==> config.mk <==
export PLATFORM = sky130hd
export DESIGN_NAME = rtas_csr
export DESIGN_NICKNAME = d
export VERILOG_FILES = /design/src/design/register_table_access_slave_unit_assert.svh /design/src/design/rtas_pkg.sv /design/src/design/rtas_csr.sv
export SDC_FILE = /design/constraint.sdc
export NUM_CORES = 1
export LEC_CHECK = 0
export ABC_AREA = 1
export BUFFER_PORTS_ARGS = -buffer_cell sky130_fd_sc_hd__buf_4
export CORE_AREA = 2 2 98 53
export DETAILED_ROUTE_END_ITERATION = 10
export DIE_AREA = 0 0 100 55
export PLACE_DENSITY = 0.87
export SLEW_MARGIN = 20
export SYNTH_ARGS = -nofsm -noshare
export SYNTH_HDL_FRONTEND = slang
export SYNTH_SLANG_ARGS = --single-unit
==> constraint.sdc <==
create_clock -name clock -period 2.2 [get_ports clock]
set_input_delay 0.44 -clock clock [delete_from_list [all_inputs] [get_ports clock]]
set_output_delay 0.44 -clock clock [all_outputs]
set_load 0.05 [all_outputs]
==> src/design/register_table_access_slave_unit_assert.svh <==
// Assertion macros shared by the register table access slave unit.
`ifndef REGISTER_TABLE_ACCESS_SLAVE_UNIT_ASSERT_SVH
`define REGISTER_TABLE_ACCESS_SLAVE_UNIT_ASSERT_SVH
`ifndef ASSERT_OFF
// Same-cycle implication: when a holds, c must hold too.
`define RTAS_ASSERT_IMPLY(label, clk, rst, a, c) \
   label: assert property (@(posedge clk) disable iff (rst) (a) |-> (c)) \
      else $error("rtas: same-cycle check failed");
// Next-cycle implication: when a holds, c must hold in the next cycle.
`define RTAS_ASSERT_NEXT(label, clk, rst, a, c) \
   label: assert property (@(posedge clk) disable iff (rst) (a) |=> (c)) \
      else $error("rtas: next-cycle check failed");
`else
`define RTAS_ASSERT_IMPLY(label, clk, rst, a, c)
`define RTAS_ASSERT_NEXT(label, clk, rst, a, c)
`endif
`endif

==> src/design/rtas_pkg.sv <==
// Package: shared types and codes for the register table access slave.
`timescale 1ns / 1ps
package rtas_pkg;

   // Configuration port address width (four 32-bit registers)
   localparam int CSR_ADDR_W = 4;

   // Request modes
   localparam logic [2:0] MODE_RD1  = 3'd0;
   localparam logic [2:0] MODE_RD2  = 3'd1;
   localparam logic [2:0] MODE_WR1  = 3'd2;
   localparam logic [2:0] MODE_WR2  = 3'd3;
   localparam logic [2:0] MODE_PING = 3'd4;

   // Reply kinds
   localparam logic [2:0] KIND_RD1  = 3'd0;
   localparam logic [2:0] KIND_RD2  = 3'd1;
   localparam logic [2:0] KIND_WR1  = 3'd2;
   localparam logic [2:0] KIND_WR2  = 3'd3;
   localparam logic [2:0] KIND_PING = 3'd4;
   localparam logic [2:0] KIND_ERR  = 3'd5;

   // Error codes carried in word zero of an error frame
   localparam logic [15:0] CODE_BLOCKED   = 16'd0;
   localparam logic [15:0] CODE_BADADDR   = 16'd1;
   localparam logic [15:0] CODE_PROTECTED = 16'd2;

   typedef struct packed {
      logic [2:0]  mode;
      logic        block_state_changes;
      logic [15:0] first_address;
      logic [15:0] first_data;
      logic [15:0] second_address;
      logic [15:0] second_data;
   } req_type;

   typedef struct packed {
      logic [2:0]  reply_kind;
      logic [15:0] word_zero;
      logic [15:0] word_one;
      logic [15:0] word_two;
      logic [15:0] word_three;
   } rsp_type;

   typedef struct packed {
      logic [8:0]  table_size;
      logic        protect_enable;
      logic [15:0] protect_low;
      logic [15:0] protect_high;
   } cfg_type;

   // Which reply frame the current transaction produces
   typedef enum logic [2:0] {
      FRAME_ACK,
      FRAME_BLOCKED,
      FRAME_BAD_FIRST,
      FRAME_BAD_SECOND,
      FRAME_PROT_FIRST,
      FRAME_PROT_SECOND
   } frame_sel_type;

   typedef enum logic [3:0] {
      ST_CLEAR,
      ST_IDLE,
      ST_CHECK,
      ST_RD_A,
      ST_RD_B,
      ST_RD_C,
      ST_WR_A,
      ST_WR_B,
      ST_FINISH
   } state_type;

   // Controller to datapath
   typedef struct packed {
      logic          clear;
      logic          load_req;
      logic          mem_rd;
      logic          rd_second;
      logic          mem_wr;
      logic          wr_second;
      logic          cap_first;
      logic          cap_second;
      logic          set_frame;
      frame_sel_type frame;
      logic          push;
   } cmd_type;

   // Datapath to controller
   typedef struct packed {
      logic       clear_last;
      logic [2:0] mode;
      logic       blocked;
      logic       first_ok;
      logic       second_ok;
      logic       first_prot;
      logic       second_prot;
      logic       out_free;
   } sts_type;

endpackage

==> src/design/rtas_csr.sv <==
// Configuration registers behind the APB-style port.
`timescale 1ns / 1ps
module rtas_csr
   import rtas_pkg::*;
(
   input  logic                  clock,
   input  logic                  reset,
   input  logic                  csr_psel,
   input  logic                  csr_penable,
   input  logic                  csr_pwrite,
   input  logic [CSR_ADDR_W-1:0] csr_paddr,
   input  logic [31:0]           csr_pwdata,
   output logic [31:0]           csr_prdata,
   output logic                  csr_pready,
   output cfg_type               cfg
);

   localparam logic [1:0] REG_TABLE_SIZE   = 2'd0;
   localparam logic [1:0] REG_PROT_ENABLE  = 2'd1;
   localparam logic [1:0] REG_PROT_LOW     = 2'd2;
   localparam logic [1:0] REG_PROT_HIGH    = 2'd3;

   cfg_type    cfg_ff;
   cfg_type    cfg_in;
   logic       wr_en;
   logic [1:0] reg_idx;

   assign csr_pready = 1'b1;
   assign reg_idx    = csr_paddr[3:2];
   assign wr_en      = csr_psel && csr_penable && csr_pwrite;

   // Next register values
   always_comb begin
      cfg_in = cfg_ff;
      if (wr_en) begin
         case (reg_idx)
            REG_TABLE_SIZE:  cfg_in.table_size     = csr_pwdata[8:0];
            REG_PROT_ENABLE: cfg_in.protect_enable = csr_pwdata[0];
            REG_PROT_LOW:    cfg_in.protect_low    = csr_pwdata[15:0];
            REG_PROT_HIGH:   cfg_in.protect_high   = csr_pwdata[15:0];
            default:         cfg_in = cfg_ff;
         endcase
      end
   end

   always_ff @(posedge clock) begin
      if (reset) begin
         cfg_ff.table_size     <= 9'd256;
         cfg_ff.protect_enable <= 1'b0;
         cfg_ff.protect_low    <= 16'd0;
         cfg_ff.protect_high   <= 16'd0;
      end else begin
         cfg_ff <= cfg_in;
      end
   end

   // Read back
   always_comb begin
      case (reg_idx)
         REG_TABLE_SIZE:  csr_prdata = {23'd0, cfg_ff.table_size};
         REG_PROT_ENABLE: csr_prdata = {31'd0, cfg_ff.protect_enable};
         REG_PROT_LOW:    csr_prdata = {16'd0, cfg_ff.protect_low};
         REG_PROT_HIGH:   csr_prdata = {16'd0, cfg_ff.protect_high};
         default:         csr_prdata = 32'd0;
      endcase
   end

   assign cfg = cfg_ff;

endmodule

# Word-level counts from Yosys, hierarchy flattened
# Cells that the tools add are included.
dict set report classes {
  eq_ne 3
  mux 1
  n_reduce_logical 7
}
# operator count
set ops {}
lappend ops {{case mux 32 bit (4 select lines)} 1}
lappend ops {{AND reduction 2 bit} 4}
lappend ops {{equality test 2 bit, second input constant} 2}
lappend ops {{equality test 2 x 1 -> 1 bit, second input constant} 1}
lappend ops {{logical AND 1 bit} 2}
lappend ops {{zero test 2 bit} 1}
dict set report word_totals {
  regBits 42
  word_cells 15
}

# Longest topological paths before layout
# Gate-level depths: netlist (run 1).
dict set report logic_depth {
  depth_word 3
  ltp_mapped 6
}

# Worst setup path after synthesis (run 1)
# Ideal clock, no wire load.
dict set report synth_timing {
  kind {input to output}
  from {input csr_paddr[3]}
  to {output csr_prdata[0]}
  t_arrival_ps 1322
  required_time_ps 1760
  setup_slack_ps 438
  path_stages 4
  path_buffers 1
  path_cell_list {nor2_2 -> buf_2 -> nand2_1 -> nand4_1}
}
dict set report synth_via {
  elab_chain_cells 2
  elab_cells_between_ends 5
}
# element line
set synth_lines {}
lappend synth_lines {{from (decl)} rtas_csr.sv:11} ;# input logic [CSR_ADDR_W-1:0] csr_paddr,
lappend synth_lines {{equality test 2 bit, or another cell as far along} rtas_csr.sv:59} ;# case (reg_idx)
lappend synth_lines {{case mux 32 bit (4 select lines) *} rtas_csr.sv:59}
lappend synth_lines {{to (decl)} rtas_csr.sv:13} ;# output logic [31:0] csr_prdata,
# Every way passes the cells marked *; elsewhere a longest branch is shown, timed or not. The select of a mux whose other input is x is not followed.

# Worst setup path after layout (run 1)
dict set report layout_timing {
  from {input csr_paddr[2]}
  to {output csr_prdata[3]}
}
# Same word-level chain as after synthesis.

==> summary.json, run 1 <==
{
  "outcome": "completed",
  "total_power_uw": 1770,
  "fin_crit_sh_pct": 82.6,
  "critical_path_required_ns": 1.76,
  "reg2regPathDepth": 2,
  "syn-mean-instance-area_um2": 6.61,
  "initial_core_util_pct": 45.4,
  "wl_mm": 5.73,
  "criticalPathCategory": "in2out",
  "portBuffers": 80,
  "cts_root_buf": "sky130_fd_sc_hd__clkbuf_8",
  "post-synth-top-area-fraction_pct": 39.5,
  "p_seq_share_pct": 44.7,
  "drt-vias-per-instance": 4.83,
  "clk_pin_slew_ns": 0.08,
  "grt_first_pass_wirelength_mm": 8.96,
  "hold_viol_final": 0,
  "critical_path_arrival_ns": 1.38,
  "vdd_ir_drop_max_mv": 0.295,
  "leakage_dissipation_uw": 0.00140,
  "clock_latency_ns": 0.29,
  "rrSetupSlack_ns": 1.56,
  "die_area_um2": 5500,
  "most_repeated_library_cell_on_the_critical_path": "sky130_fd_sc_hd__buf_4",
  "synth_edf_count": 0,
  "power.switching_fraction_pct": 30.2,
  "pwr-share-comb_pct": 19.6,
  "core_region_area_um2": 4680,
  "grt_setup_unrepaired": "false",
  "drive_above_1_share_pct": 26.0,
  "clock_skew_ns": 0,
  "endpoint_kind": "output pin",
  "worstSetupStartpoint": "csr_paddr[2]",
  "yosys_register_bits": 42,
  "async_reset_ff_share_pct": 0,
  "detailroute.via_count": 2202,
  "timing.rr.end": "cfg[9]",
  "critical_path.top_delay_family": "buffers and inverters",
  "total_cts_buffers": 5,
  "regToRegStartpoint": "cfg[9]",
  "detail_route.drc_violations": 0,
  "die_height_um": 55,
  "timing.critical_path.buf_inv": 4,
  "overflow": 0,
  "net-switching-power_uw": 533,
  "wire_per_inst_um": 12.6,
  "cts.path.max_buffers": 2,
  "synth_sequential_area_ratio_pct": 39.5,
  "whs_endpoint": "cfg[41]",
  "hold_path_depth": 3,
  "largest_register_ff_count": 42,
  "crit_path_start_kind": "input pin",
  "period_minus_slack_ns": 1.82,
  "width_of_the_chip_um": 100,
  "hold_class": "in2reg",
  "ant_nets": 0,
  "groute.usage.overall_pct": 21.2,
  "cell_internal_pwr_uw": 1230,
  "num-nets-final": 437,
  "cap_viol_max_count": 0,
  "clock_sink_count": 42,
  "postCtsSetupBuffers": 0,
  "largest_net_degree_at_the_start_of_global_routing": 43,
  "num_io_pins": 116,
  "ys_top_cells_by_area": "sky130_fd_sc_hd__dfxtp_1 40%, sky130_fd_sc_hd__nor2_1 14%, sky130_fd_sc_hd__nand2_1 13%",
  "cts_hold_repair.buffers": 0,
  "timing.fmax_mhz": 551,
  "cts_resized": 0,
  "area_added_between_synthesis_and_finish_pct": 31.8,
  "whs_ns": 0.363,
  "yosysWarnings": 0,
  "slew_headroom_pct": 54.2,
  "critical-path-slowest-cell": "sky130_fd_sc_hd__inv_2",
  "slew_violations": 0,
  "post_synth_num_cell_types": 20,
  "most_instantiated_flip_flop_cell_in_the_synthesis_netlist": "sky130_fd_sc_hd__dfxtp_1",
  "detailedRoute.firstPassIterationCount": 5,
  "first_iter_violations": 54,
  "netlist_instances": 322,
  "synth.largest_area_cell": "sky130_fd_sc_hd__dfxtp_1",
  "timing.critical_path.slowest_cell_delay_ns": 0.21,
  "synth.cell_area_um2": 2130,
  "ctsHtreeMaxLevel": 2,
  "grt_pass1_vias": 1911,
  "final_core_util_pct": 59.8,
  "place.gp.congestion": 0.764,
  "hold_start": "csr_pwdata[8]",
  "power-per-cell-area_nw_per_um2": 630,
  "clock_tree_from_tritoncts": "yes",
  "place_hpwl_mm": 4.03,
  "worst-path-max-fanout": 18,
  "cells_along_the_critical_path": "buf_4 > nand2_2 > inv_2 > buf_12 > nand2_1 > nand3_1 > buf_4",
  "diodes_inserted": 0,
  "setup-tns-final_ns": 0,
  "rows": 18,
  "worst_slew_pin_slew_ns": 0.686,
  "setup_viol": 0,
  "power_frac_clock_pct": 35.7,
  "ys_top_cells_by_count": "82 x sky130_fd_sc_hd__nor2_1, 73 x sky130_fd_sc_hd__nand2_1, 50 x sky130_fd_sc_hd__nand3_1",
  "yosys.cell_count.top_type": "sky130_fd_sc_hd__nor2_1",
  "antenna_found_initial": 0
}
worst register-to-register path: cells and delay by family, from the launching register on:
kind	cells	cell delay, ns
AND/OR/NAND/NOR	2	0.19
flip-flops	1	0.40
placed cells by master, fill, tap and decap left out:
cell type,instances
sky130_fd_sc_hd__buf_4,85
sky130_fd_sc_hd__nor2_2,4
sky130_fd_sc_hd__a21oi_1,1
sky130_fd_sc_hd__nand4_1,1
sky130_fd_sc_hd__a22o_1,7
sky130_fd_sc_hd__inv_1,19
sky130_fd_sc_hd__nand3_1,50
sky130_fd_sc_hd__nand2_1,73
sky130_fd_sc_hd__inv_2,2
sky130_fd_sc_hd__bufinv_16,1
sky130_fd_sc_hd__dfxtp_1,42
sky130_fd_sc_hd__o21ai_0,1
sky130_fd_sc_hd__buf_12,1
sky130_fd_sc_hd__nor2_1,82
sky130_fd_sc_hd__nand3_2,1
sky130_fd_sc_hd__nand2_2,1
sky130_fd_sc_hd__nor2_4,2
sky130_fd_sc_hd__clkbuf_8,6
sky130_fd_sc_hd__conb_1,17
kinds of logic after synthesis:
| logic type | after synthesis | share of synthesized area [%] |
|---|---|---|
| buffers and inverters | 55 | 14.4 |
| flip-flops | 42 | 39.5 |
| AO/OA/AOI/OAI | 9 | 3.35 |
| other | 2 | 0.353 |
| AND/OR/NAND/NOR | 214 | 42.4 |
power by group through the flow:
stage	combinational, uW	sequential (uW)	clock (uW)
finish	346	790	630
global route	371	793	660
CTS	348	790	638
detailed placement	347	808	0
global placement	342	807	0
floorplan	216	863	0
per-layer routing:
| layer | share of wire (%) | GRT usage, % |
|---|---|---|
| met2 | 45 | 37.3 |
| met5 | 0 | 0 |
| met1 | 47 | 26.5 |
| met3 | 6.8 | 5.28 |
| met4 | 0.99 | 6.62 |
worst max path at each step:
stage               cells past startpoint             to
CTS                                     7  csr_prdata[3]
detailed placement                      4        cfg[15]
global route                            7  csr_prdata[4]
global placement                        4         cfg[8]
floorplan                               4  csr_prdata[0]
finish                                  7  csr_prdata[3]
per-stage QoR:
stage	worst slack, ns	instances	area, um2
2_1_floorplan	0.438	337	2180
3_3_place_gp	0.356	449	2690
3_5_place_dp	0.287	449	2690
4_1_cts	0.381	456	2800
5_1_grt	0.306	456	2800
6_report	0.384	456	2800
area by class of cell:
| class | count | area [um2] |
|---|---|---|
| fill | 451 | 1880 |
| sequential | 42 | 841 |
| clock buffer | 6 | 82.6 |
| inverter | 21 | 78.8 |
| multi-input combinational | 240 | 1040 |
| clock inverter | 1 | 30.0 |
| timing repair buffer | 86 | 658 |
| tap | 60 | 75.1 |
(Power assumes the default switching activity.)
==> inputs of run 2 (changes only) <==
- CORE_AREA: 2 2 98 53 -> 2 2 102 55
- DIE_AREA: 0 0 100 55 -> 0 0 104 57
- PLACE_DENSITY: 0.87 -> 0.82
- clock period: 2.2 -> 1.9 ns (I/O delays scaled with it)
==> summary.json, run 2 (synthesis results as in run 1) <==
{
  "rrSetupSlack": {"value": 1.27, "unit": "ns", "change": "-0.29 ns"},
  "detailroute.via_count": {"value": 2214, "change": "+0.54%"},
  "drt-vias-per-instance": {"value": 4.69, "change": "-2.9%"},
  "hold_viol_final": {"value": 0, "change": "unchanged"},
  "net-switching-power": {"value": 621, "unit": "uW", "change": "+17%"},
  "power_frac_clock": {"value": 34.5, "unit": "%", "change": "-1.2 points"},
  "grt_first_pass_wirelength": {"value": 9.06, "unit": "mm", "change": "+1.2%"},
  "grt_pass1_vias": {"value": 1860, "change": "-2.7%"},
  "setup_viol": {"value": 0, "change": "unchanged"},
  "worstSetupStartpoint": "csr_paddr[2]",
  "clock_latency": {"value": 0.29, "unit": "ns", "change": "about the same"},
  "overflow": {"value": 0, "change": "unchanged"},
  "reg2regPathDepth": {"value": 2, "change": "unchanged"},
  "final_core_util": {"value": 55.6, "unit": "%", "change": "-4.2 points"},
  "worst_slew_pin_slew": {"value": 0.614, "unit": "ns", "change": "-0.0730 ns"},
  "antenna_found_initial": {"value": 0, "change": "unchanged"},
  "groute.usage.overall": {"value": 19.2, "unit": "%", "change": "-2.0 points"},
  "clock_sink_count": {"value": 42, "change": "unchanged"},
  "slew_headroom": {"value": 58.8, "unit": "%", "change": "+4.7 points"},
  "portBuffers": {"value": 80, "change": "unchanged"},
  "place.gp.congestion": {"value": 0.783, "change": "+2.5%"},
  "drive_above_1_share": {"value": 26.3, "unit": "%", "change": "+0.31 points"},
  "hold_path_depth": {"value": 3, "change": "unchanged"},
  "width_of_the_chip": {"value": 104, "unit": "um", "change": "+4.0%"},
  "regToRegStartpoint": "cfg[0]",
  "criticalPathCategory": "in2out",
  "core_region_area": {"value": 5130, "unit": "um2", "change": "+9.6%"},
  "num-nets-final": {"value": 439, "change": "+0.46%"},
  "rows": {"value": 19, "change": "+1"},
  "timing.critical_path.slowest_cell_delay": {"value": 0.21, "unit": "ns", "change": "about the same"},
  "groute.layer.met1.usage": {"value": 26.7, "unit": "%", "change": "+0.12 points"},
  "critical-path-slowest-cell": "sky130_fd_sc_hd__a22o_1",
  "cap_viol_max_count": {"value": 0, "change": "unchanged"},
  "setup-tns-final": {"value": 0, "unit": "ns", "change": "unchanged"},
  "slew_violations": {"value": 0, "change": "unchanged"},
  "cell_internal_pwr": {"value": 1400, "unit": "uW", "change": "+14%"},
  "area_added_between_synthesis_and_finish_pct": 34.2,
  "top_library_cells_by_usage_in_the_layout_fill_and_taps_aside": "85 x sky130_fd_sc_hd__buf_4, 82 x sky130_fd_sc_hd__nor2_1, 73 x sky130_fd_sc_hd__nand2_1",
  "timing.rr.end": "cfg[0]",
  "fin_crit_sh_pct": 88.1,
  "vdd_ir_drop_max": {"value": 0.310, "unit": "mV", "change": "+5.0%"},
  "cts_hold_repair.buffers": {"value": 0, "change": "unchanged"},
  "power.switching_fraction": {"value": 30.7, "unit": "%", "change": "+0.53 points"},
  "cts.path.max_buffers": {"value": 2, "change": "unchanged"},
  "detail_route.drc_violations": {"value": 0, "change": "unchanged"},
  "power-per-cell-area": {"value": 709, "unit": "nW/um2", "change": "+12%"},
  "critical_path_required": {"value": 1.52, "unit": "ns", "change": "-0.24 ns"},
  "cts_root_buf": "sky130_fd_sc_hd__clkbuf_8",
  "clock_skew": {"value": 0, "unit": "ns", "change": "unchanged"},
  "cells_along_the_critical_path": "buf_4 > nand2_2 > inv_2 > buf_12 > a22o_1 > buf_4",
  "postCtsSetupBuffers": {"value": 0, "change": "unchanged"},
  "grt_setup_unrepaired": "false",
  "clk_pin_slew": {"value": 0.08, "unit": "ns", "change": "about the same"},
  "hold_class": "in2reg",
  "final_common_cell": "sky130_fd_sc_hd__buf_4",
  "p_seq_share": {"value": 45.2, "unit": "%", "change": "+0.5 points"},
  "worst-path-max-fanout": {"value": 16, "change": "-2"},
  "first_iter_violations": {"value": 93, "change": "+72%"},
  "most_repeated_library_cell_on_the_critical_path": "sky130_fd_sc_hd__buf_4",
  "leakage_dissipation": {"value": 0.00141, "unit": "uW", "change": "+1.2%"},
  "outcome": "completed",
  "wl": {"value": 5.65, "unit": "mm", "change": "-1.4%"},
  "grt.busiest_layer": "met2",
  "globalRouteMet2Util": {"value": 30.5, "unit": "%", "change": "-6.8 points"},
  "detailedRoute.firstPassIterationCount": {"value": 5, "change": "unchanged"},
  "critical_path_arrival": {"value": 1.29, "unit": "ns", "change": "-0.09 ns"},
  "ant_nets": {"value": 0, "change": "unchanged"},
  "num_io_pins": {"value": 116, "change": "unchanged"},
  "total_cts_buffers": {"value": 5, "change": "unchanged"},
  "pwr-share-comb": {"value": 20.3, "unit": "%", "change": "+0.7 points"},
  "diodes_inserted": {"value": 0, "change": "unchanged"},
  "timing.fmax_mhz": 598,
  "gr-usage-met3": {"value": 5.49, "unit": "%", "change": "+0.21 points"},
  "largest_net_degree_at_the_start_of_global_routing": {"value": 43, "change": "unchanged"},
  "die_height": {"value": 57, "unit": "um", "change": "+3.6%"},
  "cp-endpoint": "csr_prdata[15]",
  "place_hpwl": {"value": 3.95, "unit": "mm", "change": "-1.9%"},
  "die_area": {"value": 5930, "unit": "um2", "change": "+7.8%"},
  "clock_tree_from_tritoncts": "yes",
  "crit_path_start_kind": "input pin",
  "ctsHtreeMaxLevel": {"value": 2, "change": "unchanged"},
  "wire_per_inst": {"value": 12.0, "unit": "um", "change": "-4.8%"},
  "largest_register_ff_count": {"value": 42, "change": "unchanged"},
  "initial_core_util": {"value": 41.4, "unit": "%", "change": "-4.0 points"},
  "period_minus_slack_ns": 1.67,
  "endpoint_kind": "output pin",
  "cts_resized": {"value": 0, "change": "unchanged"}
}
run 2: critical path, delay by kind of cell:
kind	cells	cell delay, ns
buffers and inverters	4	0.60
AOI/OAI and AO/OA	1	0.21
and+or+nand+nor	1	0.10
run 2: cell type report:
class	count	area (um2)
clock inverter	3	40.0
timing repair buffer	88	698
tap	73	91.3
inverter	21	78.8
sequential	42	841
fill	521	2280
multi-input combinational	240	1040
clock buffer	5	68.8
run 2: how the worst min path moves through the flow:
| stage | startpoint | end | slack (ns) |
|---|---|---|---|
| finish | csr_pwdata[8] | cfg[41] | 0.30 |
| global route | csr_pwdata[8] | cfg[41] | 0.30 |
| CTS | csr_pwdata[8] | cfg[41] | 0.30 |
| detailed placement | cfg[3] | cfg[3] | 0.49 |
| global placement | cfg[41] | cfg[41] | 0.49 |
| floorplan | csr_pwdata[8] | cfg[41] | 0.51 |
run 2: metal layers:
layer	vias to the layer above	wire length (um)	part of all wire, %
met1	1014	2740	48
li1	1119	-	-
met4	0	18	0.32
met5	-	0	0
met2	79	2470	44
met3	2	425	7.5
run 2: stage by stage:
stage	instance area (um2)	std cells	worst slack, ns	hold slack [ns]	power (uW)
after global placement	2750	464	0.234	0.490	1340
final	2860	472	0.227	0.304	2020
after detailed placement	2750	464	0.221	0.493	1350
after global routing	2860	472	0.168	0.298	2110
after floorplan	2180	337	0.258	0.506	1250
after CTS	2860	472	0.221	0.300	2040
run 2: power groups by stage:
stage / Sequential, uW / Clock [uW] / Combinational, uW
2_1_floorplan: 999 / 0 / 250
3_3_place_gp: 935 / 0 / 406
3_5_place_dp: 935 / 0 / 411
4_1_cts: 915 / 710 / 411
5_1_grt: 918 / 754 / 441
6_report: 915 / 698 / 411
