## src/design/register_table_access_slave_unit_assert.svh

```systemverilog
// Assertion macros shared by the register table access slave unit.
`ifndef REGISTER_TABLE_ACCESS_SLAVE_UNIT_ASSERT_SVH
`define REGISTER_TABLE_ACCESS_SLAVE_UNIT_ASSERT_SVH
`ifndef ASSERT_OFF
// Same-cycle implication: when a holds, c must hold too.
`define RTAS_ASSERT_IMPLY(label, clk, rst, a, c) \
   label: assert property (@(posedge clk) disable iff (rst) (a) |-> (c)) \
      else $error("rtas: same-cycle check failed");
// Next-cycle implication: when a holds, c must hold in the next cycle.
`define RTAS_ASSERT_NEXT(label, clk, rst, a, c) \
   label: assert property (@(posedge clk) disable iff (rst) (a) |=> (c)) \
      else $error("rtas: next-cycle check failed");
`else
`define RTAS_ASSERT_IMPLY(label, clk, rst, a, c)
`define RTAS_ASSERT_NEXT(label, clk, rst, a, c)
`endif
`endif

```

## src/design/rtas_pkg.sv

```systemverilog
// Package: shared types and codes for the register table access slave.
`timescale 1ns / 1ps
package rtas_pkg;

   // Configuration port address width (four 32-bit registers)
   localparam int CSR_ADDR_W = 4;

   // Request modes
   localparam logic [2:0] MODE_RD1  = 3'd0;
   localparam logic [2:0] MODE_RD2  = 3'd1;
   localparam logic [2:0] MODE_WR1  = 3'd2;
   localparam logic [2:0] MODE_WR2  = 3'd3;
   localparam logic [2:0] MODE_PING = 3'd4;

   // Reply kinds
   localparam logic [2:0] KIND_RD1  = 3'd0;
   localparam logic [2:0] KIND_RD2  = 3'd1;
   localparam logic [2:0] KIND_WR1  = 3'd2;
   localparam logic [2:0] KIND_WR2  = 3'd3;
   localparam logic [2:0] KIND_PING = 3'd4;
   localparam logic [2:0] KIND_ERR  = 3'd5;

   // Error codes carried in word zero of an error frame
   localparam logic [15:0] CODE_BLOCKED   = 16'd0;
   localparam logic [15:0] CODE_BADADDR   = 16'd1;
   localparam logic [15:0] CODE_PROTECTED = 16'd2;

   typedef struct packed {
      logic [2:0]  mode;
      logic        block_state_changes;
      logic [15:0] first_address;
      logic [15:0] first_data;
      logic [15:0] second_address;
      logic [15:0] second_data;
   } req_type;

   typedef struct packed {
      logic [2:0]  reply_kind;
      logic [15:0] word_zero;
      logic [15:0] word_one;
      logic [15:0] word_two;
      logic [15:0] word_three;
   } rsp_type;

   typedef struct packed {
      logic [8:0]  table_size;
      logic        protect_enable;
      logic [15:0] protect_low;
      logic [15:0] protect_high;
   } cfg_type;

   // Which reply frame the current transaction produces
   typedef enum logic [2:0] {
      FRAME_ACK,
      FRAME_BLOCKED,
      FRAME_BAD_FIRST,
      FRAME_BAD_SECOND,
      FRAME_PROT_FIRST,
      FRAME_PROT_SECOND
   } frame_sel_type;

   typedef enum logic [3:0] {
      ST_CLEAR,
      ST_IDLE,
      ST_CHECK,
      ST_RD_A,
      ST_RD_B,
      ST_RD_C,
      ST_WR_A,
      ST_WR_B,
      ST_FINISH
   } state_type;

   // Controller to datapath
   typedef struct packed {
      logic          clear;
      logic          load_req;
      logic          mem_rd;
      logic          rd_second;
      logic          mem_wr;
      logic          wr_second;
      logic          cap_first;
      logic          cap_second;
      logic          set_frame;
      frame_sel_type frame;
      logic          push;
   } cmd_type;

   // Datapath to controller
   typedef struct packed {
      logic       clear_last;
      logic [2:0] mode;
      logic       blocked;
      logic       first_ok;
      logic       second_ok;
      logic       first_prot;
      logic       second_prot;
      logic       out_free;
   } sts_type;

endpackage

```

## src/design/rtas_ctrl.sv

```systemverilog
// Controller: sequences the checks, table accesses and reply push.
`timescale 1ns / 1ps
`include "register_table_access_slave_unit_assert.svh"
module rtas_ctrl
   import rtas_pkg::*;
(
   input  logic    clock,
   input  logic    reset,
   input  logic    req_valid,
   output logic    req_ready,
   input  sts_type sts,
   output cmd_type cmd
);

   state_type state_ff;
   state_type state_in;
   logic      is_write;
   logic      is_wr2;
   logic      req_fire;

   assign req_ready = (state_ff == ST_IDLE);
   assign req_fire  = req_valid && req_ready;
   assign is_write  = (sts.mode == MODE_WR1) || (sts.mode == MODE_WR2);
   assign is_wr2    = (sts.mode == MODE_WR2);

   always_ff @(posedge clock) begin
      if (reset) begin
         state_ff <= ST_CLEAR;
      end else begin
         state_ff <= state_in;
      end
   end

   // Next state and commands
   always_comb begin
      state_in = state_ff;
      cmd      = '0;
      case (state_ff)
         ST_CLEAR: begin
            cmd.clear = 1'b1;
            if (sts.clear_last) begin
               state_in = ST_IDLE;
            end
         end
         ST_IDLE: begin
            if (req_fire) begin
               cmd.load_req = 1'b1;
               state_in     = ST_CHECK;
            end
         end
         ST_CHECK: begin
            cmd.set_frame = 1'b1;
            cmd.frame     = FRAME_ACK;
            state_in      = ST_FINISH;
            if ((sts.mode == MODE_RD1) || (sts.mode == MODE_RD2)) begin
               if (!sts.first_ok) begin
                  cmd.frame = FRAME_BAD_FIRST;
               end else if ((sts.mode == MODE_RD2) && !sts.second_ok) begin
                  cmd.frame = FRAME_BAD_SECOND;
               end else begin
                  state_in = ST_RD_A;
               end
            end else if (is_write) begin
               // blocked, then first address, then second address
               if (sts.blocked) begin
                  cmd.frame = FRAME_BLOCKED;
               end else if (!sts.first_ok) begin
                  cmd.frame = FRAME_BAD_FIRST;
               end else if (sts.first_prot) begin
                  cmd.frame = FRAME_PROT_FIRST;
               end else if (is_wr2 && !sts.second_ok) begin
                  cmd.frame = FRAME_BAD_SECOND;
               end else if (is_wr2 && sts.second_prot) begin
                  cmd.frame = FRAME_PROT_SECOND;
               end else begin
                  state_in = ST_WR_A;
               end
            end else if (sts.mode != MODE_PING) begin
               // unknown mode: drop silently
               cmd.set_frame = 1'b0;
               state_in      = ST_IDLE;
            end
         end
         ST_RD_A: begin
            cmd.mem_rd = 1'b1;
            state_in   = ST_RD_B;
         end
         ST_RD_B: begin
            cmd.cap_first = 1'b1;
            cmd.mem_rd    = 1'b1;
            cmd.rd_second = 1'b1;
            state_in      = (sts.mode == MODE_RD2) ? ST_RD_C : ST_FINISH;
         end
         ST_RD_C: begin
            cmd.cap_second = 1'b1;
            state_in       = ST_FINISH;
         end
         ST_WR_A: begin
            cmd.mem_wr = 1'b1;
            state_in   = is_wr2 ? ST_WR_B : ST_FINISH;
         end
         ST_WR_B: begin
            cmd.mem_wr    = 1'b1;
            cmd.wr_second = 1'b1;
            state_in      = ST_FINISH;
         end
         ST_FINISH: begin
            if (sts.out_free) begin
               cmd.push = 1'b1;
               state_in = ST_IDLE;
            end
         end
         default: begin
            state_in = ST_IDLE;
         end
      endcase
   end

   // A reply is never pushed over one still waiting
   `RTAS_ASSERT_IMPLY(a_no_overwrite, clock, reset, cmd.push, sts.out_free)
   // An accepted transaction is always checked next
   `RTAS_ASSERT_NEXT(a_accept_to_check, clock, reset, req_fire, state_ff == ST_CHECK)

endmodule

```

## config.mk

```make
export PLATFORM = sky130hd
export DESIGN_NAME = rtas_ctrl
export DESIGN_NICKNAME = d
export VERILOG_FILES = /design/src/design/rtas_pkg.sv /design/src/design/rtas_ctrl.sv
export VERILOG_INCLUDE_DIRS = /design/src /design/src/design
export SDC_FILE = /design/constraint.sdc
export NUM_CORES = 1
export LEC_CHECK = 0
export ABC_AREA = 0
export BUFFER_PORTS_ARGS = -buffer_cell sky130_fd_sc_hd__buf_2
export CELL_PAD_IN_SITES_DETAIL_PLACEMENT = 1
export CELL_PAD_IN_SITES_GLOBAL_PLACEMENT = 1
export CORE_ASPECT_RATIO = 1.25
export CORE_MARGIN = 8
export CORE_UTILIZATION = 33
export DETAILED_ROUTE_END_ITERATION = 8
export PLACE_DENSITY_LB_ADDON = 0.1
export REMOVE_ABC_BUFFERS = 1
export SYNTH_ARGS = -nofsm -noshare
export SYNTH_HDL_FRONTEND = slang
export SYNTH_SLANG_ARGS = --single-unit
```

## constraint.sdc

```tcl
create_clock -name clock -period 4 [get_ports clock]
set_clock_uncertainty 0.15 [all_clocks]
set_input_delay 0.8 -clock clock [delete_from_list [all_inputs] [get_ports clock]]
set_output_delay 0.8 -clock clock [all_outputs]
set_load 0.01 [all_outputs]
```

* After elaboration in Yosys (flattened, before gate mapping) *
Cells that the tools add are included.

word-level totals
  register bits = 4
  input port bits = 13
  logic and storage cells = 68
  output and inout port bits = 14

cells by class
  mux-type cells = 39
  reduce and logical (&&, ||, !) cells = 13
  equality and inequality tests = 15

operators by type and width
  cell                                                             number
  4-bit two-way mux                                                16
  4-bit case mux with 8 select lines                               1
  3-bit two-way mux                                                7
  4-bit by 3-bit == test with 1-bit output, second input constant  4
  1-bit two-way mux                                                13
  4-bit by 2-bit == test with 1-bit output, second input constant  2
  3-bit by 2-bit == test with 1-bit output, second input constant  2
  2-bit OR reduction                                               3
  4-bit by 1-bit == test with 1-bit output, second input constant  1
  4-bit == test, second input constant                             1
  1-bit logical AND                                                4
  4-bit zero test                                                  1
  2-bit two-way mux                                                2
  2-bit != test, second input constant                             2
  3-bit by 1-bit == test with 1-bit output, second input constant  1
  3-bit zero test                                                  1
  3-bit != test, second input constant                             1
  3-bit AND reduction                                              1
  1-bit logical OR                                                 2
  2-bit by 1-bit != test with 1-bit output, second input constant  1
  1-bit zero test                                                  1

* Longest topological paths before layout *
Gate-level depths: netlist of run 1.

  depth in word-level cells = 10
  mapped depth = 6
  depth with buffers taken out = 4

* Least setup slack after synthesis of run 1 *
No wires, ideal clock.

  path kind = input -> output
  from = input sts[7] (netlist bit)
  to = output cmd[1] (netlist bit)
  path buffers = 1
  arrival time = 1.566 ns
  setup slack = 1.484 ns
  cell stages on the path = 5
  required time = 3.050 ns
  cells stage by stage = buf_2 -> nand3b_1 -> nor2_1 -> a31oi_1 -> a21oi_1

RTL lines
  element             RTL line         source
  start: declaration  rtas_ctrl.sv:11  input sts_type sts,
  end: declaration    rtas_ctrl.sv:12  output cmd_type cmd

==> flow_metrics.env, run 1 <==
export IMPL_stdcell_count=122
export IMPL_postLayoutCoreUtil_pct=41.99
export IMPL_postLayoutCellArea_um2=714.4
export IMPL_viasPerCell=5.598
export IMPL_final_hold_viol_count=0
export IMPL_first_pass_iters=4
export IMPL_syn_instance_count=81
export IMPL_maxCapViolCount=0
export IMPL_wl_per_cell_um=15.08
export IMPL_place_area_um2=691.9
export IMPL_grt_use_total_pct=11.78
export IMPL_num_rows=17
export IMPL_clock_root_buffer="clkbuf_4"
export IMPL_synth_cell_area_um2=580.6
export IMPL_synth_area_top_cells="dfxtp_1 (14%), nor2_1 (5.8%), a21oi_1 (5.2%)"
export IMPL_largest_reg_flops=4
export IMPL_hold_end="state_ff[3]"
export IMPL_synthFlopType="dfxtp_1"
export IMPL_grt_max_degree=14
export IMPL_setup_worst_path_end_class="output port"
export IMPL_rr_worst_depth=4
export IMPL_fin_crit_ns=2.778
export IMPL_status="completed"
export IMPL_port_buffers=26
export IMPL_die_area_mm2=0.003366
export IMPL_cts_resized=0
export IMPL_antennaDiodeCount=0
export IMPL_finalSetupViolations=0
export IMPL_cts_buffers=3
export IMPL_required_ns=3.05
export IMPL_ys_types=39
export IMPL_leakagePower_nw=0.3078
export IMPL_netlist_top_cells_count="nor2_1 (9), a21oi_1 (6), nand2_1 (5)"
export IMPL_gp_congestion=0.7506
export IMPL_syn_avg_cell_area_um2=7.167
export IMPL_synth_top_area_share_pct=13.79
export IMPL_top_regs="state_ff x4"
export IMPL_layout_nets=118
export IMPL_hold_depth=2
export IMPL_coreArea_mm2=0.001702
export IMPL_clock_sinks=4
export IMPL_r2r_slack_ns=2.23
export IMPL_path_class="reg -> out"
export IMPL_grt_pass1_wl_um=3215
export IMPL_yosysWarnings=0
export IMPL_cts_tree="done"
export IMPL_ant_nets=0
export IMPL_ir_drop_uv=99.35
export IMPL_maxSlewViolCount=0
export IMPL_power_per_cell_area_mw_per_mm2=194.4
export IMPL_relSlewSlack_pct=66.79
export IMPL_synth_seq_cells=4
export IMPL_min_from="state_ff[2]"
export IMPL_htreeDepth=1
export IMPL_fin_tns_setup_ns=0
export IMPL_cp_max_fo=13
export IMPL_rsz0062_at_grt="no"
export IMPL_syn2layout_area_growth_pct=23.06
export IMPL_die_h_um=62.90
export IMPL_hp_class="reg -> reg"
export IMPL_die_w_um=53.52
export IMPL_cts_setup_buffers=0
export IMPL_holdBufCountCts=0
export IMPL_crit_arrival_ns=1.83
export IMPL_yosysSeqAreaShare_pct=13.79
export IMPL_io_pins=27
export IMPL_worstMarginPinSlew_ns=0.4975
export IMPL_initial_utilization_pct=34.12
export IMPL_grt_overflow=0
export IMPL_drc_errors=0
export IMPL_routed_wl_um=1840
export IMPL_post_route_period_util_pct=69.46
export IMPL_clk_latency_ns=0.24
export IMPL_holdWs_ns=0.5129
export IMPL_grt_pass1_vias=731
export IMPL_drive_gt1_share_pct=33.98
export IMPL_grt_antenna_before_repair=0
export IMPL_synth_edf_count=0
export IMPL_synth_top_area_cell="dfxtp_1"
export IMPL_reg2reg_to="state_ff[2]"
export IMPL_top_register="state_ff"
export IMPL_dp_hpwl_um=1531
export IMPL_cts_clk_slew_worst_paths_ns=0.04
export IMPL_clockBufferDepth=2
export IMPL_drt_iter0_drc=6
export IMPL_place_inst=119
export IMPL_max_freq_mhz=359.9
export IMPL_vias=683
export IMPL_yosysMostFrequentCell="nor2_1"
export IMPL_crit_path_start_kind="register"
export IMPL_worst_r2r_startpoint="state_ff[0]"
export IMPL_async_flop_share_pct=0
-- worst max-delay path, cell delays in order (launching register included) --
cell and delay, ns:
dfxtp_1 0.45, nor4b_4 0.39, and2b_4 0.24, nand3b_1 0.13
nor3b_1 0.21, buf_2 0.17
-- worst max path at each step --
stage	to	slack (ns)	startpoint	cells past startpoint
after floorplan	cmd[2]	1.55	sts[8]	4
after global placement	cmd[2]	1.25	sts[8]	6
after detailed placement	cmd[2]	1.26	sts[8]	6
after CTS	cmd[3]	1.23	state_ff[0]	5
after global routing	cmd[3]	1.14	state_ff[1]	5
final	cmd[3]	1.22	state_ff[0]	5
-- cell usage in the layout (no fill, tap or decap), types with 3 or more instances in the layout --
master	netlist	layout
a21oi_1	6	6
nor2_1	9	9
nand2b_1	3	3
nor3_1	4	4
a31oi_1	3	3
o21ai_0	4	4
buf_2	1	26
nand3b_1	4	4
dfxtp_1	4	4
nand2_1	5	5
clkbuf_4	0	3
-- area by class of cell --
class,count,area [µm²]
inverter,2,7.507
timing repair buffer,26,130.1
tap,19,23.77
multi-input combinational,68,450.4
sequential,4,80.08
clock buffer,3,22.52
fill,240,987.2
-- cell families after synthesis --
family | count (synthesis) | share of synthesized area, %
AO/OA/AOI/OAI | 24 | 29.96
multiplexers | 1 | 1.724
XOR/XNOR | 1 | 1.509
buffers and inverters | 9 | 8.619
AND/OR/NAND/NOR | 42 | 44.40
flip-flops | 4 | 13.79
-- through the flow --
step           setup slack, ns  power, mW
2_1_floorplan            1.551    0.06823
3_3_place_gp             1.253    0.08814
3_5_place_dp             1.255    0.08877
4_1_cts                  1.228     0.1417
5_1_grt                  1.144     0.1493
6_report                 1.222     0.1389
-- per-layer routing --
metal | share of wire [%] | global-route usage, % | wire length (µm)
met4 | 1.9 | 5.696 | 35
met1 | 40 | 13.15 | 744
met5 | 0 | 0 | 0
met2 | 53 | 20.15 | 969
met3 | 4.9 | 1.905 | 91
-- power by group --
group / switching [mW] / internal (mW)
clock: 0.0171 / 0.0336
sequential: 0.00526 / 0.0415
combinational: 0.0236 / 0.0178
Power figures use the tool's default switching activity.
==> run 2, diff against run 1 <==
CORE_UTILIZATION = 30   (was 33)
clock period = 2.75 ns   (was 4 ns; I/O delays follow)
==> run 2 against run 1 <==
  * Non-clock buffer count rose by 3
  * Count of clock-buffer cells in the layout did not move
  * First-iteration DRC count rose to 4.2 times the previous value
  * Final cell count rose by 3.3%
  * Largest cell class unchanged
  * Highest routed layer unchanged
  * Largest power group unchanged
  * Critical path depth did not move
==> flow_metrics.env, run 2 (same netlist as run 1, synthesis figures left out) <==
export IMPL_fin_tns_setup_ns=0
export IMPL_power_frac_clock_pct=36.2
export IMPL_max_freq_mhz=410.7
export IMPL_drc_errors=0
export IMPL_swShare_pct=33.10
export IMPL_grt_pass1_vias=743
export IMPL_grt_max_degree=14
export IMPL_ir_drop_uv=82.97
export IMPL_r2r_slack_ns=1.03
export IMPL_grtUsageMet2_pct=19.94
export IMPL_drive_gt1_share_pct=35.85
export IMPL_first_pass_iters=4
export IMPL_crit_buf_inv=1
export IMPL_fin_crit_ns=2.435
export IMPL_grt_use_met3_pct=3.083
export IMPL_antennaDiodeCount=0
export IMPL_combPwrFrac_pct=33.4
export IMPL_grt_use_met1_pct=11.49
export IMPL_cts_clk_slew_worst_paths_ns=0.04
export IMPL_die_h_um=65.19
export IMPL_drt_iter0_drc=25
export IMPL_top_usage_layer="met2"
export IMPL_dp_hpwl_um=1658
export IMPL_top_register="state_ff"
export IMPL_initial_utilization_pct=30.69
export IMPL_path_cells="nor4b_4 > and2b_4 > nand3b_1 > nor3b_1 > buf_2"
export IMPL_path_class="reg -> out"
export IMPL_clk_latency_ns=0.24
export IMPL_gp_congestion=0.7469
export IMPL_largest_reg_flops=4
export IMPL_cp_max_fo=10
export IMPL_io_pins=27
export IMPL_die_w_um=55.35
export IMPL_num_rows=18
export IMPL_finalSetupViolations=0
export IMPL_final_hold_viol_count=0
export IMPL_post_route_period_util_pct=88.54
export IMPL_status="completed"
export IMPL_regArea_um2=80.08
export IMPL_vias=708
export IMPL_ant_nets=0
export IMPL_holdBufCountCts=0
export IMPL_clockBufferDepth=2
export IMPL_slowest_stage="dfxtp_1"
export IMPL_cpPeakStageDelay_ns=0.41
export IMPL_layout_commonest_cell="buf_2"
export IMPL_worstMarginPinSlew_ns=0.3716
export IMPL_rsz0062_at_grt="no"
export IMPL_top_regs="state_ff x4"
export IMPL_cts_resized=0
export IMPL_maxSlewViolCount=0
export IMPL_clock_root_buffer="clkbuf_4"
export IMPL_wl_per_cell_um=15.80
export IMPL_htreeDepth=1
export IMPL_p_sw_uw=68.10
export IMPL_grt_pass1_wl_um=3422
export IMPL_port_buffers=26
export IMPL_setup_worst_path_end_class="output port"
export IMPL_intPower_uw=137.6
export IMPL_cts_tree="done"
export IMPL_layout_nets=121
export IMPL_cts_setup_buffers=0
export IMPL_relSlewSlack_pct=75.03
export IMPL_syn2layout_area_growth_pct=27.16
export IMPL_multi_input_area_um2=450.4
export IMPL_coreArea_mm2=0.001892
export IMPL_die_area_mm2=0.003608
export IMPL_cts_buffers=3
export IMPL_hp_class="in -> reg"
export IMPL_leakagePower_nw=0.3237
export IMPL_grt_overflow=0
export IMPL_maxCapViolCount=0
export IMPL_critPathTopFamily="simple AND/OR/NAND/NOR gates"
export IMPL_required_ns=2.05
export IMPL_clock_sinks=4
export IMPL_postLayoutCellArea_um2=738.2
export IMPL_grt_antenna_before_repair=0
export IMPL_crit_path_start_kind="register"
export IMPL_crit_arrival_ns=1.73
export IMPL_power_per_cell_area_mw_per_mm2=278.7
export IMPL_viasPerCell=5.619
export IMPL_routed_wl_um=1991
export IMPL_grt_use_total_pct=11.42
export IMPL_place_area_um2=715.7
export IMPL_fill_cells=255
export IMPL_layout_common_cells="buf_2 (26), nor2_1 (9), a21oi_1 (6), nand2_1 (5)"
export IMPL_seqPwrFrac_pct=30.4
-- run 2: final timing paths --
| kind | from | to | cells past startpoint |
|---|---|---|---|
| hold / removal | reset | state_ff[3] | 2 |
| setup / recovery | state_ff[2] | cmd[3] | 5 |
| setup reg to reg | state_ff[2] | state_ff[2] | 4 |
| hold reg to reg | state_ff[2] | state_ff[3] | 2 |
-- run 2: per-layer routing --
| metal | routed length [µm] | part of all wire, % |
|---|---|---|
| met1 | 792 | 40 |
| met5 | 0 | 0 |
| met4 | 57 | 2.9 |
| met2 | 1042 | 52 |
| met3 | 98 | 4.9 |
-- run 2: final cells by class --
| cell class | instances | share of cell area [%] |
|---|---|---|
| Tap cell | 20 | 3.390 |
| Sequential cell | 4 | 10.85 |
| Clock buffer | 3 | 3.051 |
| Inverter | 2 | 1.017 |
| Timing Repair Buffer | 29 | 20.68 |
| Multi-Input combinational cell | 68 | 61.02 |
-- run 2: power groups by stage --
| stage | registers (mW) | logic (mW) | clock network, mW |
|---|---|---|---|
| floorplan | 0.0668 | 0.0324 | 0 |
| global placement | 0.0636 | 0.0684 | 0 |
| detailed placement | 0.0637 | 0.0692 | 0 |
| CTS | 0.0628 | 0.0696 | 0.0777 |
| global route | 0.0629 | 0.0772 | 0.0828 |
| finish | 0.0626 | 0.0686 | 0.0745 |
-- run 2: worst reg2reg max path, cell delays in order (launching register included) --
cell and delay (ns):
dfxtp_1 0.41, nor4b_4 0.33, and2b_4 0.25, nand3b_1 0.14, o41ai_2 0.35
-- run 2: stage by stage --
stage	instances	hold WS (ns)	power, mW	setup WS [ns]	utilization, %
after floorplan	74	0.4384	0.09924	0.6855	-
after global placement	123	0.5142	0.1320	0.4987	37.83
after detailed placement	123	0.5136	0.1329	0.5049	37.83
after CTS	126	0.4159	0.2101	0.2824	39.02
after global routing	126	0.4384	0.2229	0.2095	39.02
final	126	0.4297	0.2057	0.3152	39.02
==> run 3, diff against run 2 <==
==> constraint.sdc (replaced) <==
create_clock -name clock -period 2.75 [get_ports clock]
set_clock_uncertainty 0.15 [all_clocks]
set_input_delay 0.275 -clock clock [delete_from_list [all_inputs] [get_ports clock]]
set_output_delay 0.275 -clock clock [all_outputs]
set_load 0.01 [all_outputs]
==> run 3 against run 2 <==
  * Non-clock buffer count is 3 lower
  * Combinational power is 13% lower
  * Critical path type unchanged
  * Critical endpoint unchanged
  * Largest cell class unchanged
  * Final cell count is 2.4% lower
==> flow_metrics.env, run 3 (same netlist as run 1, synthesis figures left out) <==
export IMPL_grt_pass1_wl_um=3325
export IMPL_leakagePower_nw=0.3078
export IMPL_fill_cells=259
export IMPL_cts_tree="done"
export IMPL_gp_congestion=0.7298
export IMPL_worst_r2r_startpoint="state_ff[0]"
export IMPL_top_register="state_ff"
export IMPL_dp_slack_ns=0.8269
export IMPL_viasPerCell=5.537
export IMPL_maxCapViolCount=0
export IMPL_required_ns=2.33
export IMPL_num_rows=18
export IMPL_crit_path_start_kind="register"
export IMPL_crit_arrival_ns=1.74
export IMPL_layout_setup_ws_ns=0.5825
export IMPL_swShare_pct=32.62
export IMPL_power_per_cell_area_mw_per_mm2=280.1
export IMPL_dp_hpwl_um=1574
export IMPL_cts_clk_slew_worst_paths_ns=0.04
export IMPL_path_class="reg -> out"
export IMPL_clock_sinks=4
export IMPL_drive_gt1_share_pct=33.98
export IMPL_syn2layout_area_growth_pct=23.28
export IMPL_clockBufferDepth=2
export IMPL_grt_overflow=0
export IMPL_initial_utilization_pct=30.69
export IMPL_final_hold_viol_count=0
export IMPL_antennaDiodeCount=0
export IMPL_hp_class="in -> reg"
export IMPL_seqPwrFrac_pct=34.0
export IMPL_routed_wl_um=1916
export IMPL_htreeDepth=1
export IMPL_grt_max_degree=14
export IMPL_worstMarginPinSlew_ns=0.5068
export IMPL_reg2reg_to="state_ff[2]"
export IMPL_status="completed"
export IMPL_die_w_um=55.35
export IMPL_grt_use_total_pct=10.79
export IMPL_cp_max_fo=13
export IMPL_layout_common_cells="buf_2 (26), nor2_1 (9), a21oi_1 (6), nand2_1 (5)"
export IMPL_ir_drop_uv=112.0
export IMPL_cts_buffers=3
export IMPL_stdcell_count=123
export IMPL_die_h_um=65.19
export IMPL_port_buffers=26
export IMPL_setup_worst_path_end_class="output port"
export IMPL_finalSetupViolations=0
export IMPL_die_area_mm2=0.003608
export IMPL_fin_crit_ns=2.167
export IMPL_clk_latency_ns=0.23
export IMPL_maxSlewViolCount=0
export IMPL_rr_worst_depth=4
export IMPL_clock_root_buffer="clkbuf_4"
export IMPL_largest_reg_flops=4
export IMPL_wl_per_cell_um=15.58
export IMPL_layout_nets=118
export IMPL_rsz0062_at_grt="no"
export IMPL_p_sw_uw=65.39
export IMPL_top_regs="state_ff x4"
export IMPL_grt_pass1_vias=752
export IMPL_hold_depth=2
export IMPL_holdBufCountCts=0
export IMPL_power_frac_clock_pct=36.2
export IMPL_max_freq_mhz=461.4
export IMPL_fin_tns_setup_ns=0
export IMPL_intPower_uw=135.1
export IMPL_layout_commonest_cell="buf_2"
export IMPL_r2r_slack_ns=0.98
export IMPL_cts_resized=0
export IMPL_cts_setup_buffers=0
export IMPL_min_from="reset"
export IMPL_drc_errors=0
export IMPL_drt_iter0_drc=1
export IMPL_coreArea_mm2=0.001892
export IMPL_combPwrFrac_pct=29.8
export IMPL_vias=681
export IMPL_grt_antenna_before_repair=0
export IMPL_post_route_period_util_pct=78.82
export IMPL_ant_nets=0
export IMPL_place_inst=120
export IMPL_relSlewSlack_pct=66.17
export IMPL_first_pass_iters=4
export IMPL_hold_end="state_ff[3]"
export IMPL_io_pins=27
==> run 3: cell count changes in the layout (fill, tap and decap cells not counted) <==
cell,change
buf_4,-3
==> run 3: power groups by stage <==
stage	Combinational, mW	Sequential (mW)	Clock [mW]
floorplan	0.0324	0.0668	0
global route	0.0668	0.0690	0.0813
global placement	0.0602	0.0684	0
finish	0.0598	0.0682	0.0725
CTS	0.0607	0.0681	0.0764
detailed placement	0.0604	0.0690	0
==> run 3: critical path, cell delays in order, from the launching register on <==
cell	delay, ns
dfxtp_1	0.45
nor4b_4	0.37
and2b_4	0.23
nand3b_1	0.12
nor3b_1	0.18
buf_2	0.16
==> run 3: through the flow <==
| step | hold slack, ns | power [mW] | instance area (µm²) | util (%) |
|---|---|---|---|---|
| finish | 0.1627 | 0.2005 | 715.7 | 37.83 |
| global route | 0.1531 | 0.2171 | 715.7 | 37.83 |
| CTS | 0.1537 | 0.2052 | 715.7 | 37.83 |
| detailed placement | 0.4013 | 0.1294 | 693.2 | 36.64 |
| global placement | 0.3946 | 0.1286 | 693.2 | 36.64 |
| floorplan | 0.1944 | 0.09924 | 538.0 | - |
==> run 3: area by class of cell <==
cell class | count | area, µm² | area share [%]
tap | 20 | 25.02 | 3.497
inverter | 2 | 7.507 | 1.049
timing repair buffer | 26 | 130.1 | 18.18
sequential | 4 | 80.08 | 11.19
clock buffer | 3 | 22.52 | 3.147
multi-input combinational | 68 | 450.4 | 62.94
==> run 3: metal layers <==
layer  GRT usage [%]  vias up  part of all wire [%]
li1                -      344                     -
met1           10.95      316                    42
met2           19.94       19                    52
met3           2.697        2                   4.6
met4           5.556        0                   1.4
met5               0        -                     0
==> run 3: worst max-delay path by stage <==
| stage | from | to | slack [ns] | cells after the start |
|---|---|---|---|---|
| after floorplan | state_ff[0] | cmd[3] | 0.96 | 4 |
| after global placement | state_ff[0] | cmd[3] | 0.86 | 5 |
| after global routing | state_ff[0] | cmd[3] | 0.46 | 5 |
| after detailed placement | state_ff[0] | cmd[3] | 0.83 | 5 |
| final | state_ff[0] | cmd[3] | 0.58 | 5 |
| after CTS | state_ff[0] | cmd[3] | 0.56 | 5 |
